==> config.mk <==
export PLATFORM = sky130hd
export DESIGN_NAME = narac_ctrl
export DESIGN_NICKNAME = d
export VERILOG_FILES = /design/src/hdl/narac_pkg.sv /design/src/hdl/narac_ctrl.sv
export SDC_FILE = /design/constraint.sdc
export NUM_CORES = 1
export LEC_CHECK = 0
export BUFFER_PORTS_ARGS = -buffer_cell sky130_fd_sc_hd__buf_2
export CAP_MARGIN = 10
export CELL_PAD_IN_SITES_DETAIL_PLACEMENT = 2
export CELL_PAD_IN_SITES_GLOBAL_PLACEMENT = 2
export CORE_AREA = 2 2 39 41
export CTS_CLUSTER_DIAMETER = 60
export CTS_CLUSTER_SIZE = 40
export DETAILED_ROUTE_END_ITERATION = 10
export DIE_AREA = 0 0 41 43
export GPL_TIMING_DRIVEN = 0
export PLACE_DENSITY = 0.56
export SLEW_MARGIN = 0
export SYNTH_ARGS = -nofsm -noshare
export SYNTH_HDL_FRONTEND = slang
export SYNTH_SLANG_ARGS = --single-unit
export TNS_END_PERCENT = 30
==> constraint.sdc <==
create_clock -name i_clk -period 2 [get_ports i_clk]
set_input_delay 0.1 -clock i_clk [delete_from_list [all_inputs] [get_ports i_clk]]
set_output_delay 0.1 -clock i_clk [all_outputs]
set_load 0.02 [all_outputs]
==> src/hdl/narac_pkg.sv <==
`timescale 1ns / 1ps
// Shared types, constants and modular helpers for the arrangement counter.
// No dependencies; every other file imports this package.
package narac_pkg;

    // Field widths fixed by the item format
    localparam int COUNT_W = 4;
    localparam int RES_W   = 30;

    // Default largest letter count handled by the table
    localparam int MAX_COUNT_DEF = 15;

    // Prime modulus of the count
    localparam logic [RES_W-1:0] ARR_MOD = 30'd1000000007;

    typedef logic [RES_W-1:0] t_res;

    // One table cell: a residue for each possible last letter
    typedef logic [2:0][RES_W-1:0] t_cell;

    // Controller to datapath commands
    typedef struct packed {
        logic load;   // capture the counts of a new item
        logic issue;  // read neighbors of the current cell and advance
        logic sum1;   // add the first two residues of the final cell
        logic sum2;   // add the third residue and load the result register
    } t_cmd;

    // Datapath to controller status
    typedef struct packed {
        logic last;   // the cell being issued is the final one
    } t_sts;

    // Sum of two residues, reduced once (both inputs below the modulus)
    function automatic t_res add_mod(input t_res a, input t_res b);
        logic [RES_W:0] s;
        logic [RES_W:0] d;
        s = {1'b0, a} + {1'b0, b};
        d = s - {1'b0, ARR_MOD};
        add_mod = (s >= {1'b0, ARR_MOD}) ? d[RES_W-1:0] : s[RES_W-1:0];
    endfunction

endpackage

==> src/hdl/narac_ctrl.sv <==
`timescale 1ns / 1ps
// Sequencer for the table sweep: accepts items, runs the sweep, the final
// reduction and the result handshake. Depends on narac_pkg.
module narac_ctrl
    import narac_pkg::*;
(
    input  logic i_clk,
    input  logic i_rst_n,
    input  logic i_in_valid,
    output logic o_in_ready,
    output logic o_out_valid,
    input  logic i_out_ready,
    output t_cmd o_cmd,
    input  t_sts i_sts
);

    localparam logic [2:0] S_IDLE  = 3'd0;
    localparam logic [2:0] S_SWEEP = 3'd1;
    localparam logic [2:0] S_DRAIN = 3'd2;
    localparam logic [2:0] S_SUM1  = 3'd3;
    localparam logic [2:0] S_SUM2  = 3'd4;

    logic [2:0] r_state, n_state;
    logic       r_out_vld, n_out_vld;
    logic       out_free;

    assign out_free    = !r_out_vld || i_out_ready;
    assign o_in_ready  = (r_state == S_IDLE);
    assign o_out_valid = r_out_vld;

    // Next state and commands
    always_comb begin
        n_state   = r_state;
        n_out_vld = r_out_vld && !i_out_ready;
        o_cmd     = '0;
        case (r_state)
            S_IDLE: begin
                if (i_in_valid) begin
                    o_cmd.load = 1'b1;
                    n_state    = S_SWEEP;
                end
            end
            S_SWEEP: begin
                o_cmd.issue = 1'b1;
                if (i_sts.last) begin
                    n_state = S_DRAIN;
                end
            end
            S_DRAIN: begin
                n_state = S_SUM1;
            end
            S_SUM1: begin
                o_cmd.sum1 = 1'b1;
                n_state    = S_SUM2;
            end
            S_SUM2: begin
                // hold until the result register can take the new item
                if (out_free) begin
                    o_cmd.sum2 = 1'b1;
                    n_out_vld  = 1'b1;
                    n_state    = S_IDLE;
                end
            end
            default: begin
                n_state = S_IDLE;
            end
        endcase
    end

    always_ff @(posedge i_clk) begin
        if (!i_rst_n) begin
            r_state   <= S_IDLE;
            r_out_vld <= 1'b0;
        end else begin
            r_state   <= n_state;
            r_out_vld <= n_out_vld;
        end
    end

endmodule

=== Word level (Yosys, flattened, before mapping) ===
Cells that the tools add are included.

* Reduce and logical (&&, ||, !) cells: 6
* Mux-type cells: 12
* Eq/ne operators: 7

{| class="wikitable"
|+ Operator list
! operator !! number
|-
| case mux 3 bit (5 select lines) || 1
|-
| two-way mux 3 bit || 3
|-
| two-way mux 1 bit || 8
|-
| equality test 3 x 2 -> 1 bit (second input constant) || 2
|-
| != test 2 bit (second input constant) || 3
|-
| equality test 3 x 1 -> 1 bit (second input constant) || 1
|-
| equality test 3 bit (second input constant) || 1
|-
| zero test 3 bit || 1
|-
| AND reduction 3 bit || 1
|-
| zero test 1 bit || 2
|-
| logical AND 1 bit || 1
|-
| logical OR 1 bit || 1
|}

* Flip-flop bits (word level): 4
* Bits of input ports: 5
* Word-level logic and storage cells: 27

=== Logic depth before layout (Yosys ltp) ===
* Depth after elaboration: 4
* Depth in mapped cells: 2

=== Least setup slack after synthesis ===
Ideal clock, no wire load.

* Path type: reg-to-output
* Start: register r_state[0]
* End: output port o_cmd[3] (netlist bit)
* Data arrival time: 1.217 ns
* Stages on the path, launching flop included: 3
* Setup slack: 0.683 ns
* Cell sequence: dfxtp_1 nor3_1 and2_1

{| class="wikitable"
|+ RTL lines
! element !! RTL line !! RTL
|-
| start: declaration || narac_ctrl.sv:23 || <nowiki>logic [2:0] r_state, n_state;</nowiki>
|-
| start signal: assignment || narac_ctrl.sv:75 || <nowiki>r_state <= n_state;</nowiki>
|-
| end: declaration || narac_ctrl.sv:13 || <nowiki>output t_cmd o_cmd,</nowiki>
|}

==> run summary <==
Routed WL: 593 microns
CP max stage delay: 450 ps
# setup viols final: 0
Final period util: 72.1%
Critical Path End Type: primary output
Largest net degree at the start of global routing: 9
Top-count cell post-synth: dfxtp_1
Critical Path RT: 1900 ps
Setup bufs post-CTS: 0
CTS sink cnt: 4
Combinational share of power: 17.6%
Layer carrying the most global-route usage: met2
CP Launch Point: r_state[0]
CTS tree: built
Ant. Diodes: 0
FF-to-FF path depth: 2
Peak VDD IR: 0.242 mV
Achievable Freq: 693 MHz
Post-synthesis mux area share: 0%
Sw frac: 27.4%
Largest area contributor in the netlist: dfxtp_1
Int Power: 170 uW
CTS buffer count: 3
Initial antenna violation count: 0
Worst Tran Pin Value: 261 ps
Layout cells sized above 1: 50.0%
Final Critical Period: 1440 ps
WL/cell: 11.9 microns
Total congestion overflow: 0
Post-synthesis xor/xnor area fraction: 0%
Met2 Usage GRT: 10.9%
Row cnt: 14
Max Cap Viol: 0
Worst-skew pair later-pin latency: 240 ps
Crit path kind: reg -> out
Die Ht: 43 microns
Clock share of power: 43.2%
Status: complete, no violations
Setup TNS: 0 ps
Post-route ant nets: 0
Prevailing post-synth register cell: dfxtp_1
Post-synthesis net count: 26
GRT Util Overall: 7.92%
DR iter-0 viols: 2
Nets: 41
Clock Path Buffers: 2
Cell with the largest stage delay on the worst path: or3b_4
Dpl hpwl: 460 microns
Core area: 0.00138 sq mm
Synth top area cells: dfxtp_1 38%, nand2b_1 9.0%, nor3_1 7.2%
Critical path data arrival time: 1340 ps
Area share of the largest cell type after synthesis: 38.3%
Synth cell types: 13
Largest family of logic cells by synthesized area: simple AND/OR/NAND/NOR gates
Root buffer cell: clkbuf_4
Total number of vias: 216
Sequential cell fraction of total power: 39.2%
DRC violation count after routing: 0
Fin. Hold Viols: 0
Crit-path max FO: 8
H-tree levels: 1
Worst Hold Depth: 2
Reg-to-reg startpoint: r_state[0]
Hold worst-path end: r_state[2]
Synthesized flop and latch total: 4
Switch Pwr: 64.2 uW
Startpoint Class: flop
Number of synthesized flops with an enable pin: 0
Fillers: 166
Post-synth top cells: 4 x dfxtp_1, 3 x nand2b_1, 3 x nor3_1, 2 x nand3b_1
Vias in the first global route: 203
Vias per inst: 4.32
Die width: 41 microns
Yosys warns: 0
LEAKAGE: 0.000130 uW
Compound-gate portion of the synthesized area: 18.6%
Final Power: 234 uW
Max Slew Vio Count: 0
Hold WC Path Type: in -> reg
First-pass DRT Iterations: 4
Clock slew seen by the registers of the worst setup and hold paths: 40 ps
Mapped Avg Cell Area: 9.95 sq um
Mapped Cells: 21
RSZ-0062 raised after global routing: no
Reg2Reg Setup Slack: 990 ps
Initial Util: 15.1%
Hold_ws: 122 ps
Worst r2r dst: r_state[2]
Worst path cell trace: or3b_4, nor2b_1, buf_2
Slew HR: 82.6%
Ports: 11
First-pass GRT wire length: 862 microns
M3 GR Usage: 7.85%
Hold buffers post-CTS: 0
Post-Synth Simple-Gate Area: 43.1%
Worst Clk Skew: 6.41 ps
Pwr/cell area: 777 mW/mm^2
Adder-cell area share of the yosys netlist: 0%
Die Area: 0.00176 sq mm
Area grow syn2layout: 44.3%
Gpl congestion: 0.557
Cell area after synthesis: 209 sq um
Worst hold start: i_rst_n
I/O Buffers: 10
Async set or reset register ratio after synthesis: 0%
Met1 GRT Util: 7.37%
Post-cts gate resize count: 0
Sequential fraction of the synthesis area: 38.3%
sequential cells by signal, summed over array words and instances, names as in the netlist:
register / flops
r_state: 3
o_out_valid: 1
layout make-up:
cell class	instances	area [sq um]	area share (%)
multi-input cells	17	129	42.7
clock buffers	3	22.5	7.47
well taps	16	20.0	6.64
flip-flops and latches	4	80.1	26.6
repair buffers	10	50.0	16.6
cells in the final DEF (no fill, tap or decap), drive strengths merged:
cell type | netlist | layout
buf | 0 | 10
dfxtp | 4 | 4
nor3 | 3 | 3
nand2b | 3 | 3
clkbuf | 0 | 3
nand3b | 2 | 2
and3b | 1 | 1
nor3b | 1 | 1
or3b | 1 | 1
nor2b | 1 | 1
and2 | 1 | 1
o2bb2ai | 1 | 1
a21oi | 1 | 1
a21boi | 1 | 1
o21a | 1 | 1
how the worst max path moves through the flow:
stage                     to  depth (start not counted)
global placement    o_cmd[0]                          3
finish              o_cmd[0]                          3
detailed placement  o_cmd[0]                          3
global route        o_cmd[0]                          3
CTS                 o_cmd[0]                          3
floorplan           o_cmd[3]                          2
routing by layer:
layer	vias up	share of wire, %
met5	-	0
met4	0	0
met3	0	12
met2	13	45
met1	101	44
li1	102	-
critical path, delay by kind of cell, from the launching register on:
kind | cells | cell delay (ps)
buffers and inverters | 1 | 170
flip-flops | 1 | 370
AND/OR/NAND/NOR | 2 | 570
logic make-up (layout without fill, tap and decap cells):
family	Yosys count	in the layout
and+or+nand+nor	13	13
buffers and inverters	0	13
AOI/OAI and AO/OA	4	4
DFF	4	4
power by group through the flow:
stage / Sequential, uW / Clock, uW / Combinational [uW]
after global routing: 92.5 / 112 / 44.6
after CTS: 91.4 / 108 / 42.2
after detailed placement: 92.8 / 0 / 41.9
final: 91.8 / 101 / 41.3
after floorplan: 90.7 / 0 / 26.3
after global placement: 92.2 / 0 / 40.9
stage by stage:
step	std cells	util [%]	setup WS (ps)	cell area, sq um
6_report	50	21.8	558	302
4_1_cts	50	21.8	543	302
5_1_grt	50	21.8	508	302
3_5_place_dp	47	20.2	799	279
3_3_place_gp	47	20.2	840	279
2_1_floorplan	21	-	683	209
No activity file was read; power rests on OpenSTA's default activity.
